===== src/design/dot_star_pattern_matcher_top_defines.svh =====
// Assertion helpers shared by the matcher RTL
`ifndef DOT_STAR_PATTERN_MATCHER_TOP_DEFINES_SVH
`define DOT_STAR_PATTERN_MATCHER_TOP_DEFINES_SVH

// Condition that must hold at every clock edge out of reset
`define DSM_ASSERT(lbl, expr, msg) \
	lbl: assert property (@(posedge clk) disable iff (!arst_n) (expr)) else $error(msg);

// Implication checked at every clock edge out of reset
`define DSM_ASSERT_IMP(lbl, ante, cons, msg) \
	lbl: assert property (@(posedge clk) disable iff (!arst_n) (ante) |-> (cons)) \
		else $error(msg);

`endif


===== src/design/dsm_pkg.sv =====
package dsm_pkg;

	typedef enum logic [1:0] {
		FN_NEW  = 2'd0,
		FN_PAT  = 2'd1,
		FN_TEXT = 2'd2,
		FN_FIN  = 2'd3
	} func_e_t;

	typedef enum logic [2:0] {
		OP_NONE  = 3'd0,
		OP_CLEAR = 3'd1,
		OP_ADD   = 3'd2,
		OP_STAR  = 3'd3,
		OP_TEXT  = 3'd4
	} op_e_t;

	localparam logic [7:0] STAR_CHAR = 8'h2A;
	localparam logic [7:0] DOT_CHAR  = 8'h2E;

	typedef struct packed {
		logic [1:0] func;
		logic [7:0] ch;
	} cmd_t;

	typedef struct packed {
		logic matched;
		logic error;
	} verdict_t;

	// broadcast to every cell
	typedef struct packed {
		op_e_t      op;
		logic [7:0] ch;
	} ctl_t;

	// left to right: position state and closure carry
	typedef struct packed {
		logic live;
		logic closed;
		logic valid;
	} fwd_t;

	// right to left: token presence and self-loop hit for the position on the left
	typedef struct packed {
		logic valid;
		logic stay;
	} bwd_t;

endpackage


===== src/design/dsm_chan_if.sv =====
interface dsm_chan_if #(
	parameter type payload_t = logic
);
	logic     valid;
	logic     ready;
	payload_t data;

	modport source (output valid, output data, input ready);
	modport sink (input valid, input data, output ready);
endinterface


===== src/design/dsm_cell.sv =====
// One pattern token and the live bit of the position just past it.
module dsm_cell (
	input  logic          clk,
	input  logic          arst_n,
	input  dsm_pkg::ctl_t ctl,
	input  dsm_pkg::fwd_t from_left,
	input  dsm_pkg::bwd_t from_right,
	output dsm_pkg::fwd_t to_right,
	output dsm_pkg::bwd_t to_left
);
	import dsm_pkg::*;

	logic [7:0] char_q;
	logic       star_q;
	logic       valid_q;
	logic       live_q;
	logic       acc;
	logic       adv;
	logic       closed;
	logic       is_tail;
	logic       is_last;

	assign acc     = (char_q == DOT_CHAR) || (char_q == ctl.ch);
	assign adv     = from_left.live & acc & ~star_q & valid_q;
	assign closed  = adv | from_right.stay | (from_left.closed & star_q & valid_q);
	assign is_tail = from_left.valid & ~valid_q;
	assign is_last = valid_q & ~from_right.valid;

	assign to_left.valid  = valid_q;
	assign to_left.stay   = from_left.live & acc & star_q & valid_q;
	assign to_right.live   = live_q;
	assign to_right.closed = closed;
	assign to_right.valid  = valid_q;

	always_ff @(posedge clk or negedge arst_n) begin
		if (!arst_n) begin
			valid_q <= 1'b0;
			live_q  <= 1'b0;
		end else begin
			unique case (ctl.op)
				OP_CLEAR: begin
					valid_q <= 1'b0;
					live_q  <= 1'b0;
				end
				OP_ADD: begin
					if (is_tail) valid_q <= 1'b1;
				end
				OP_STAR: begin
					if (is_last) live_q <= from_left.live;
				end
				OP_TEXT: begin
					live_q <= closed;
				end
				default: begin
				end
			endcase
		end
	end

	always_ff @(posedge clk) begin
		if (ctl.op == OP_ADD && is_tail) begin
			char_q <= ctl.ch;
			star_q <= 1'b0;
		end else if (ctl.op == OP_STAR && is_last) begin
			star_q <= 1'b1;
		end
	end

endmodule


===== src/design/dot_star_pattern_matcher_top.sv =====
// Dot-star pattern matcher.
// cmd channel (sink): func selects new job, pattern byte, text byte or finish;
// ch carries the byte. verdict channel (source): one transfer per finish,
// carrying matched and error.
// Pattern bytes build tokens in a row of MAX_TOKENS cells; each cell holds a
// token and the live bit of the position after it. A text byte updates every
// cell at once, the star closure rippling left to right along the row.
// One item can be taken per cycle while cmd.ready is high. A finish puts
// its verdict in the output register as it is taken.
// cmd.ready drops only while a verdict is held and verdict.ready is low;
// items are then held off until the verdict transfers.
// Reset (arst_n low) leaves the block as after a new job: no tokens, no
// text, error clear. A finish right after reset reports matched = 1.
// Pattern bytes after text, or beyond MAX_TOKENS tokens, set a sticky error
// that forces matched low until the next new job.
`include "dot_star_pattern_matcher_top_defines.svh"

module dot_star_pattern_matcher_top #(
	parameter int MAX_TOKENS = 32
) (
	input  logic       clk,
	input  logic       arst_n,
	dsm_chan_if.sink   cmd,
	dsm_chan_if.source verdict
);
	import dsm_pkg::*;

	localparam int CW = $clog2(MAX_TOKENS + 1);

	logic [CW-1:0]       count_q;
	logic                last_star_q;
	logic                text_q;
	logic                err_q;
	logic                pos0_q;
	logic                vld_q;
	verdict_t            verdict_q;
	logic                in_fire;
	func_e_t             func;
	ctl_t                ctl;
	logic                err_set;
	logic                fin;
	fwd_t                fwd [MAX_TOKENS+1];
	bwd_t                bwd [MAX_TOKENS+1];
	logic [MAX_TOKENS:0] live_vec;
	logic [MAX_TOKENS:0] live_above;

	assign cmd.ready    = ~vld_q | verdict.ready;
	assign in_fire      = cmd.valid & cmd.ready;
	assign func         = func_e_t'(cmd.data.func);
	assign verdict.valid = vld_q;
	assign verdict.data  = verdict_q;

	always_comb begin
		ctl.op  = OP_NONE;
		ctl.ch  = cmd.data.ch;
		err_set = 1'b0;
		fin     = 1'b0;
		if (in_fire) begin
			unique case (func)
				FN_NEW: ctl.op = OP_CLEAR;
				FN_PAT: begin
					priority if (text_q) begin
						err_set = 1'b1;
					end else if (cmd.data.ch == STAR_CHAR && count_q != '0 && !last_star_q) begin
						ctl.op = OP_STAR;
					end else if (count_q == CW'(MAX_TOKENS)) begin
						err_set = 1'b1;
					end else begin
						ctl.op = OP_ADD;
					end
				end
				FN_TEXT: ctl.op = OP_TEXT;
				FN_FIN:  fin = 1'b1;
			endcase
		end
	end

	assign fwd[0].live   = pos0_q;
	assign fwd[0].closed = bwd[0].stay;
	assign fwd[0].valid  = 1'b1;
	assign bwd[MAX_TOKENS] = '0;
	assign live_vec[0]   = pos0_q;

	for (genvar k = 0; k < MAX_TOKENS; k++) begin : g_cell
		dsm_cell u_cell (
			.clk        (clk),
			.arst_n     (arst_n),
			.ctl        (ctl),
			.from_left  (fwd[k]),
			.from_right (bwd[k+1]),
			.to_right   (fwd[k+1]),
			.to_left    (bwd[k])
		);
		assign live_vec[k+1] = fwd[k+1].live;
	end

	assign live_above = live_vec >> count_q;

	always_ff @(posedge clk or negedge arst_n) begin
		if (!arst_n) begin
			count_q     <= '0;
			last_star_q <= 1'b0;
			text_q      <= 1'b0;
			err_q       <= 1'b0;
			pos0_q      <= 1'b1;
			vld_q       <= 1'b0;
		end else begin
			if (err_set) err_q <= 1'b1;
			unique case (ctl.op)
				OP_CLEAR: begin
					count_q     <= '0;
					last_star_q <= 1'b0;
					text_q      <= 1'b0;
					err_q       <= 1'b0;
					pos0_q      <= 1'b1;
				end
				OP_ADD: begin
					count_q     <= count_q + CW'(1);
					last_star_q <= 1'b0;
				end
				OP_STAR: last_star_q <= 1'b1;
				OP_TEXT: begin
					text_q <= 1'b1;
					pos0_q <= bwd[0].stay;
				end
				default: begin
				end
			endcase
			if (fin) vld_q <= 1'b1;
			else if (verdict.ready) vld_q <= 1'b0;
		end
	end

	always_ff @(posedge clk) begin
		if (fin) begin
			verdict_q.matched <= live_vec[count_q] & ~err_q;
			verdict_q.error   <= err_q;
		end
	end

	`DSM_ASSERT(a_count_range, count_q <= CW'(MAX_TOKENS), "token count out of range")
	`DSM_ASSERT(a_no_live_past_tail, live_above[MAX_TOKENS:1] == '0, "live bit past last token")
	`DSM_ASSERT_IMP(a_new_job_clears, in_fire && func == FN_NEW,
		##1 (count_q == '0 && !err_q && !text_q && pos0_q), "new job did not clear state")
	`DSM_ASSERT_IMP(a_err_sticky, $fell(err_q), $past(in_fire && func == FN_NEW),
		"error cleared without new job")

endmodule


===== src/flat_wrapper.sv =====
// flat-port wrapper written by rule: the top's interface ports become plain ports
module dot_star_pattern_matcher_top_flat import dsm_pkg::*;
#(
	parameter int MAX_TOKENS = 32
)
  (clk, arst_n, cmd_valid, cmd_data, cmd_ready, verdict_valid, verdict_data, verdict_ready);
  dsm_chan_if #(.payload_t(cmd_t)) cmd_i ();
  dsm_chan_if #(.payload_t(verdict_t)) verdict_i ();
  input  logic clk;
  input  logic arst_n;
  input wire logic [$bits(cmd_i.valid)-1:0] cmd_valid;
  input wire logic [$bits(cmd_i.data)-1:0] cmd_data;
  output wire logic [$bits(cmd_i.ready)-1:0] cmd_ready;
  output wire logic [$bits(verdict_i.valid)-1:0] verdict_valid;
  output wire logic [$bits(verdict_i.data)-1:0] verdict_data;
  input wire logic [$bits(verdict_i.ready)-1:0] verdict_ready;
  assign cmd_i.valid = cmd_valid;
  assign cmd_i.data = cmd_data;
  assign cmd_ready = cmd_i.ready;
  assign verdict_valid = verdict_i.valid;
  assign verdict_data = verdict_i.data;
  assign verdict_i.ready = verdict_ready;
  dot_star_pattern_matcher_top #(.MAX_TOKENS(MAX_TOKENS)) u_core (.clk(clk), .arst_n(arst_n), .cmd(cmd_i), .verdict(verdict_i));
endmodule

===== config.mk =====
export PLATFORM = sky130hd
export DESIGN_NAME = dot_star_pattern_matcher_top_flat
export DESIGN_NICKNAME = d
export VERILOG_FILES = /design/src/design/dsm_pkg.sv /design/src/design/dsm_chan_if.sv /design/src/design/dsm_cell.sv /design/src/design/dot_star_pattern_matcher_top.sv /design/src/flat_wrapper.sv
export VERILOG_INCLUDE_DIRS = /design/src /design/src/design
export SDC_FILE = /design/constraint.sdc
export NUM_CORES = 1
export LEC_CHECK = 0
export BUFFER_PORTS_ARGS = -buffer_cell sky130_fd_sc_hd__buf_2
export CAP_MARGIN = 20
export CORE_UTILIZATION = 55
export CTS_BUF_LIST = sky130_fd_sc_hd__clkbuf_16
export DETAILED_ROUTE_END_ITERATION = 8
export PLACE_DENSITY = 0.71
export RECOVER_POWER = 50
export SLEW_MARGIN = 15
export SYNTH_ARGS = -nofsm -noshare
export SYNTH_HDL_FRONTEND = slang
export SYNTH_SLANG_ARGS = --single-unit

===== constraint.sdc =====
create_clock -name clk -period 2.7 [get_ports clk]
set_input_delay 0.27 -clock clk [delete_from_list [all_inputs] [get_ports clk]]
set_output_delay 0.27 -clock clk [all_outputs]
set_load 0.05 [all_outputs]

# --- After elaboration in Yosys (flattened, before gate mapping) ---
# Index checks and enable logic that the tools add are counted.
word_totals:
  wordCells: 981
  out_inout_bits: 4
  inputBits: 14
  ff_bits: 365
classes:
  n_eq_ne: 136
  bitwise_logic: 387
  magnitude_cmp: 1
  n_reduce_logical: 171
  mux: 149
  addsub: 1
ops:
  columns: ["cell", "n"]
  rows:
  - ["8-bit by 6-bit equality test with 1-bit output (second input constant)", 33]
  - ["1-bit bitwise AND", 257]
  - ["8-bit equality test", 32]
  - ["2-bit inequality test (second input constant)", 63]
  - ["2-bit AND reduction", 63]
  - ["1-bit case mux with 3 select lines", 32]
  - ["1-bit 2-to-1 mux", 75]
  - ["1-bit case mux with 2 select lines", 35]
  - ["1-bit logical AND", 66]
  - ["1-bit inverter", 66]
  - ["1-bit bitwise OR", 64]
  - ["1-bit logical OR", 32]
  - ["6-bit case mux with 2 select lines", 1]
  - ["2-bit nonzero test", 5]
  - ["3-bit 2-to-1 mux", 3]
  - ["3-bit case mux with 3 select lines", 1]
  - ["6-bit by 7-bit < comparator with 1-bit output (second input constant)", 1]
  - ["6-bit by 1-bit adder with 6-bit output (second input constant)", 1]
  - ["1-bit binary-select mux with 6-bit select", 1]
  - ["3-bit by 2-bit equality test with 1-bit output (second input constant)", 2]
  - ["6-bit equality test (second input constant)", 1]
  - ["6-bit nonzero test", 1]
  - ["2-bit equality test (second input constant)", 2]
  - ["3-bit by 1-bit equality test with 1-bit output (second input constant)", 1]
  - ["7 further kinds", 7]

# --- Logic depth before layout (Yosys ltp) ---
depth:
  word_depth: 102
  ltp_mapped: 15
  depth_no_buf: 12

# --- By module ---
# From an unflattened synthesis, not the netlist that was laid out.
hier_totals:
  hier_cells: 1928
  area_unflattened_um2: 22056.2
modules_own_cells:
  columns: ["module", "seq_area_each_um2", "area_per_inst_um2", "n_inst", "cells_each"]
  rows:
  - ["dsm_cell", 310.3, 655.6, 32, 57]
  - ["dot_star_pattern_matcher_top", 336.6, 1076.0, 1, 104]

# --- Least setup slack after synthesis ---
# Ideal clock, no wire load.
synth_path:
  path_type: "register to register"
  start: "reg u_core.vld_q (netlist: u_core.verdict.valid)"
  end: "reg u_core.g_cell[31].u_cell.live_q"
  stages_incl_launch_ff: 11
  synth_period_minus_slack_ns: 2.885
  setup_ns: 0.119
  arrival_ns: 2.767
  required_ns: 2.581
  path_slack_ns: -0.185
  path_buffers: 1
  cell_sequence: "dfrtp_1 nand2b_1 and2_1 nand2_1 nor3_2 and2_1 buf_6 nand2_1 mux2_1 a221oi_1 a21bo_1"
synth_between:
  elab_chain_len: 7
  word_cells_on_any_way: 11
  classes_between: "eq/ne: 4; mux: 2; bitwise: 3; reduce/logical: 2"
synth_lines:
  columns: ["item", "line", "text"]
  rows:
  - ["from (decl)", "dot_star_pattern_matcher_top.sv:35", "logic vld_q;"]
  - ["from (signal assigned)", "dot_star_pattern_matcher_top.sv:106", "vld_q <= 1'b0;"]
  - ["from (signal assigned)", "dot_star_pattern_matcher_top.sv:129", "if (fin) vld_q <= 1'b1;"]
  - ["from (signal assigned)", "dot_star_pattern_matcher_top.sv:130", "else if (verdict.ready) vld_q <= 1'b0;"]
  - ["1-bit inverter (*)", "dot_star_pattern_matcher_top.sv:47", "assign cmd.ready = ~vld_q | verdict.ready;"]
  - ["1-bit bitwise OR (*)", "dot_star_pattern_matcher_top.sv:47", null]
  - ["via cmd_ready", "flat_wrapper.sv:13", "output wire logic [$bits(cmd_i.ready)-1:0] cmd_ready;"]
  - ["1-bit bitwise AND (*)", "dot_star_pattern_matcher_top.sv:48", "assign in_fire = cmd.valid & cmd.ready;"]
  - ["3-bit 2-to-1 mux (*)", "dot_star_pattern_matcher_top.sv:58", "if (in_fire) begin"]
  - ["3-bit by 2-bit equality test with 1-bit output (tied with other cells)", "dsm_cell.sv:40", "unique case (ctl.op)"]
  - ["2-bit inequality test (no line) or 3-bit nonzero test (tied branches)", null, null]
  - ["2-bit AND reduction (no line)", null, null]
  - ["to (signal assigned)", "dsm_cell.sv:49", "if (is_last) live_q <= from_left.live;"]
  - ["to (signal assigned)", "dsm_cell.sv:52", "live_q <= closed;"]
  - ["to (decl)", "dsm_cell.sv:16", "logic live_q;"]
# Mark *: on every way through the listed nets, which the timed path passes. The rest lies on a longest branch.
# A chain may end at the register's enable or synchronous reset.

# --- Worst setup path after layout ---
layout_path:
  start: "reg u_core.g_cell[2].u_cell.char_q[7]"
  end: "reg u_core.g_cell[24].u_cell.live_q"
layout_between:
  elab_chain_len: 77
  word_cells_on_any_way: 81
  classes_between: "eq/ne: 2; mux: 1; bitwise: 77; reduce/logical: 1"
layout_lines:
  columns: ["item", "line", "text"]
  rows:
  - ["from (decl)", "dsm_cell.sv:13", "logic [7:0] char_q;"]
  - ["from (signal assigned)", "dsm_cell.sv:62", "char_q <= ctl.ch;"]
  - ["8-bit by 6-bit equality test with 1-bit output or 8-bit equality test (tied branches)", "dsm_cell.sv:23", "assign acc = (char_q == DOT_CHAR) || (char_q == ctl.ch);"]
  - ["1-bit logical OR (*)", "dsm_cell.sv:23", null]
  - ["1-bit bitwise AND (*)", "dsm_cell.sv:24, dsm_cell.sv:30", null]
  - ["1-bit bitwise AND (2 in a row)", "dsm_cell.sv:30", "assign to_left.stay = from_left.live & acc & star_q & valid_q;"]
  - ["1-bit bitwise OR (2 in a row)", "dsm_cell.sv:25", "assign closed = adv | from_right.stay | (from_left.closed & star_q & valid_q);"]
  - ["1-bit bitwise AND (2 in a row)", "dsm_cell.sv:25", null]
  - ["1-bit bitwise OR (*)", "dsm_cell.sv:25", null]
  - ["1-bit bitwise AND (*) (2 in a row)", "dsm_cell.sv:25", null]
  - ["[54 not listed]", null, null]
  - ["1-bit bitwise OR (*)", "dsm_cell.sv:25", null]
  - ["1-bit bitwise AND (*) (2 in a row)", "dsm_cell.sv:25", null]
  - ["1-bit bitwise OR (*)", "dsm_cell.sv:25", null]
  - ["1-bit bitwise AND (*) (2 in a row)", "dsm_cell.sv:25", null]
  - ["1-bit bitwise OR (*)", "dsm_cell.sv:25", null]
  - ["1-bit bitwise AND (*) (2 in a row)", "dsm_cell.sv:25", null]
  - ["1-bit bitwise OR (*)", "dsm_cell.sv:25", null]
  - ["1-bit case mux with 3 select lines (*)", "dsm_cell.sv:40", null]
  - ["to (signal assigned)", "dsm_cell.sv:49", null]
  - ["to (signal assigned)", "dsm_cell.sv:52", null]
  - ["to (decl)", "dsm_cell.sv:16", null]
# Mark *: on every way between the ends. The rest lies on a longest branch, timed or not.

==> results.md <==
* H-tree Lvls at 2
* Simple-Gate Fraction of Synth Area at around 15%
* Antenna cells at 0
* Clk slew on worst S/H paths at 0.06 ns
* WL final at 44100 um
* Num CTS Buffers at 39
* First-pass DRT Iterations at 5
* Gr usage total at 27.2%
* Int Power at approximately 9.5 mW
* Worst min-delay path class: in2reg
* Crit path time final at 2.84 ns
* Syn nets at 1453
* Psw at slightly below 3 mW
* ANT nets after route at 0
* Power density cells at 568 mW/mm^2
* Die Ht at around 180 um
* Proportion of synthesized area in mux cells at 2.32%
* First-pass GRT wire length at 70200 um
* Clock Latency Late Sink at 0.54 ns
* Commonest non-fill, non-tap cell in the layout: edfxtp_1
* Slowest-stage cell, CP: or4b_4
* Synth Flop Type: edfxtp_1
* Final WS setup at -0.140 ns
* # DRC at 0
* CTS tree: yes
* Floorplan row count at between 60 and 70
* Critical Path Max Stage Delay at ~0.55 ns
* Dpl cell area at 0.0201 mm^2
* Unrepaired setup endpoints after global routing: true
* Total grt overflow at 0
* Flop pwr share at 50.2%
* CP Data Arrival Time at 3.32 ns
* Core area at 0.0316 mm^2
* Clock Tree Buf Depth at 3
* Vias at about 13000
* Starting Density at a little under three fifths
* WP data required at between 3 and 4 ns
* Final Slew Violations at 36
* Netlist Area Pre-Place at roughly 0.018 mm^2
* Vias in the first global route at 13100
* Worst Path Buf+Inv at 2
* CP Capture Type: register
* Seq. cell area at 0.0103 mm^2
* Yosys top cell area share at 43.7%
* Max IR drop VDD at around 500 uV
* Die ar. at 0.0330 mm^2
* Area growth, synth to finish at 23.1%
* Critical Path Fanout Max at 3
* Largest cells by area after synthesis: edfxtp_1 (44%), xnor2_1 (11%), dfrtp_1 (10%)
* Num ports at 18
* Seq cells post-synth at 365
* Top Family by Delay on Critical Path: simple AND/OR/NAND/NOR gates
* # fillers at 2230
* Initial antenna violation count at 0
* Gate power share at under 10%
* Most frequent cells in the layout: edfxtp_1 (258), xnor2_1 (222), buf_4 (202)
* Xor-xnor portion of the synthesized cell area at 12.6%
* Yosys warns at 0
* Yosys top cell by area: edfxtp_1
* Kind of critical path: reg2reg
* Drt via density at between 6 and 7
* Clk network pwr share at a little over two fifths
* Netlist cell types at 84
* Largest family of logic cells by synthesized area: simple AND/OR/NAND/NOR gates
* Drt wl/cell at ~21 um
* Compound-cell area share of the yosys netlist at 8.26%
* Setup violations, final at 19
* RD Place Congestion at approximately 0.87
* Number of synthesized flops with an enable pin at 258
* Pin count of the biggest net entering global routing at 42
* Sink Count at ~370
* Status: finished, violations left
* Die Wd at 182 um
* Slew headroom at -42.1%
* Layout cell share with drive strength beyond 1 at 24.2%
* Period utilisation layout at 105%
* Fin Hold WS at about 0.066 ns
* Detail Placement HPWL at 29600 um
* Synth Area in Adders at 0.141%
* Number of port buffers at 17
* Fraction of registers with async set/reset at 20.5%
* Final core occ at 69.0%
* Cells after Synth at 1437
* Fmax at 0.352 GHz
* Leak at 7.58 nW
* Clock root buffer: clkbuf_16
* Design Power at 12.4 mW
* Avg Inst Size Synth at 12.3 um^2
* Multi-input logic area at 0.00741 mm^2
* Layout Nets at 1732
* Switching share of power at 23.5%
* Initial DRC count at around 1000
* Element type at the critical path start: register
* Final instance area at 0.0218 mm^2
* Worst path cell trace: or4b_4 -> o22ai_4 -> nand3_2 -> a311o_1 -> nand3_2 -> nand4_1 -> nand2_2 -> buf_6 -> buf_6 -> nor2b_4 -> o21ai_1 -> a21oi_1 -> o32a_1
* Failing checks: max-capacitance violations, max-slew violations, negative setup slack
* Sequential area share after synthesis at 57.9%
* Final Hold Viols at 0
* Worst Tran Pin Value at 2.13 ns
* Max-cap viol count at 1
* Clock skew at ~0.025 ns
## layer usage
metal  part of all wire, %  GRT usage [%]  vias up
met5                     0              0        -
met2                    47           43.4      446
li1                      -              -     5907
met4                   2.8           9.73        0
met1                    43           37.2     6443
met3                   6.9           5.27      100
## state kept, by name (all words and copies together) (netlist names)
register / flops
u_core.count_q: 6
u_core.err_q: 1
u_core.g_cell.u_cell.char_q: 256
u_core.g_cell.u_cell.live_q: 32
u_core.g_cell.u_cell.star_q: 32
u_core.g_cell.u_cell.valid_q: 32
u_core.last_star_q: 1
u_core.pos0_q: 1
u_core.text_q: 1
u_core.verdict.data: 2
u_core.verdict.valid: 1
## synthesized netlist by cell type (3+ instances only)
cell and n:
edfxtp_1 258, xnor2_1 224, nor2_1 157, nand2_1 91, dfrtp_1 74, nand4_1 67
o22ai_1 41, o21ai_0 36, nand4b_1 34, dfxtp_1 32, nand2b_1 32, xor2_1 32
nand3_1 31, clkbuf_1 28, or4b_2 26, a21oi_1 21, a22o_1 20, mux2i_1 14
nor3_1 14, inv_1 13, nor4_1 13, a21o_1 12, a31oi_1 12, buf_6 12
and3_1 10, mux4_2 10, and2_1 9, buf_12 9, buf_4 9, nor2b_1 6
o221ai_1 6, a41oi_1 5, o31a_1 5, o211ai_1 4, or3_1 4, a221oi_1 3
a32oi_1 3, and4_1 3, mux2_2 3
## final timing paths
path / cells past startpoint / endpoint / slack, ns / start
min reg2reg: 2 / u_core.g_cell[0].u_cell.star_q$_SDFFE_PP0P_ / 0.46 / u_core.g_cell[0].u_cell.star_q$_SDFFE_PP0P_
max in group asynchronous: 3 / u_core.last_star_q$_DFFE_PN0P_ / 0.27 / arst_n
max reg2reg: 13 / u_core.g_cell[24].u_cell.live_q$_DFFE_PN0P_ / -0.14 / u_core.g_cell[2].u_cell.char_q[7]$_DFFE_PP_
max: 13 / u_core.g_cell[24].u_cell.live_q$_DFFE_PN0P_ / -0.14 / u_core.g_cell[2].u_cell.char_q[7]$_DFFE_PP_
min in group asynchronous: 2 / u_core.g_cell[3].u_cell.valid_q$_DFFE_PN0P_ / 0.88 / arst_n
min: 1 / u_core.g_cell[27].u_cell.char_q[4]$_DFFE_PP_ / 0.07 / cmd_data[4]
## worst register-to-register path, stage by stage, from the launching register on
cell and delay, ns:
edfxtp_1 0.41, or4b_4 0.56, o22ai_4 0.16, nand3_2 0.12
a311o_1 0.45, nand3_2 0.11, nand4_1 0.14, nand2_2 0.15
buf_6 0.11, buf_6 0.10, nor2b_4 0.12, o21ai_1 0.06
a21oi_1 0.14, o32a_1 0.16
## cells by family (layout without fill, tap and decap cells)
logic type | Yosys count | count (layout)
and+or+nand+nor | 510 | 510
DFF | 365 | 365
xor gates and xnor gates | 256 | 256
AOI/OAI and AO/OA | 201 | 201
buffers and inverters | 75 | 385
muxes | 28 | 28
adders and majority gates | 2 | 2
## area by class of cell
type | instances | area share [%]
flip-flops and latches | 365 | 47.0
repair buffers | 300 | 10.8
inverters | 13 | 0.224
clock buffers | 41 | 4.70
well taps | 402 | 2.31
multi-input cells | 997 | 34.0
clock inverters | 31 | 0.975
## metrics by stage
| stage | setup WS (ns) | instances | TNS, ns |
|---|---|---|---|
| finish | -0.140 | 2149 | -1.49 |
| global route | -0.323 | 2149 | -12.46 |
| CTS | -0.102 | 2147 | -0.960 |
| detailed placement | -0.454 | 2054 | -45.49 |
| global placement | -0.388 | 2054 | -28.80 |
| floorplan | -0.0479 | 1437 | -6.69 |
## power by group through the flow
stage / logic [mW] / registers [mW] / clock network (mW)
floorplan: 0.585 / 6.32 / 0
detailed placement: 1.02 / 6.33 / 0
global route: 1.09 / 6.23 / 5.47
global placement: 0.999 / 6.32 / 0
finish: 1.00 / 6.22 / 5.18
CTS: 1.04 / 6.21 / 5.24
## timing repair
item | in CTS | in global routing
endpoints found under the hold margin | 33 | 0
pin swaps | 51 | 24
gates resized for setup | 48 | 50
setup buffers | 20 | 4
endpoints found under the setup margin | 19 | 28
hold buffers | 1 | 0
(Power assumes the default switching activity.)
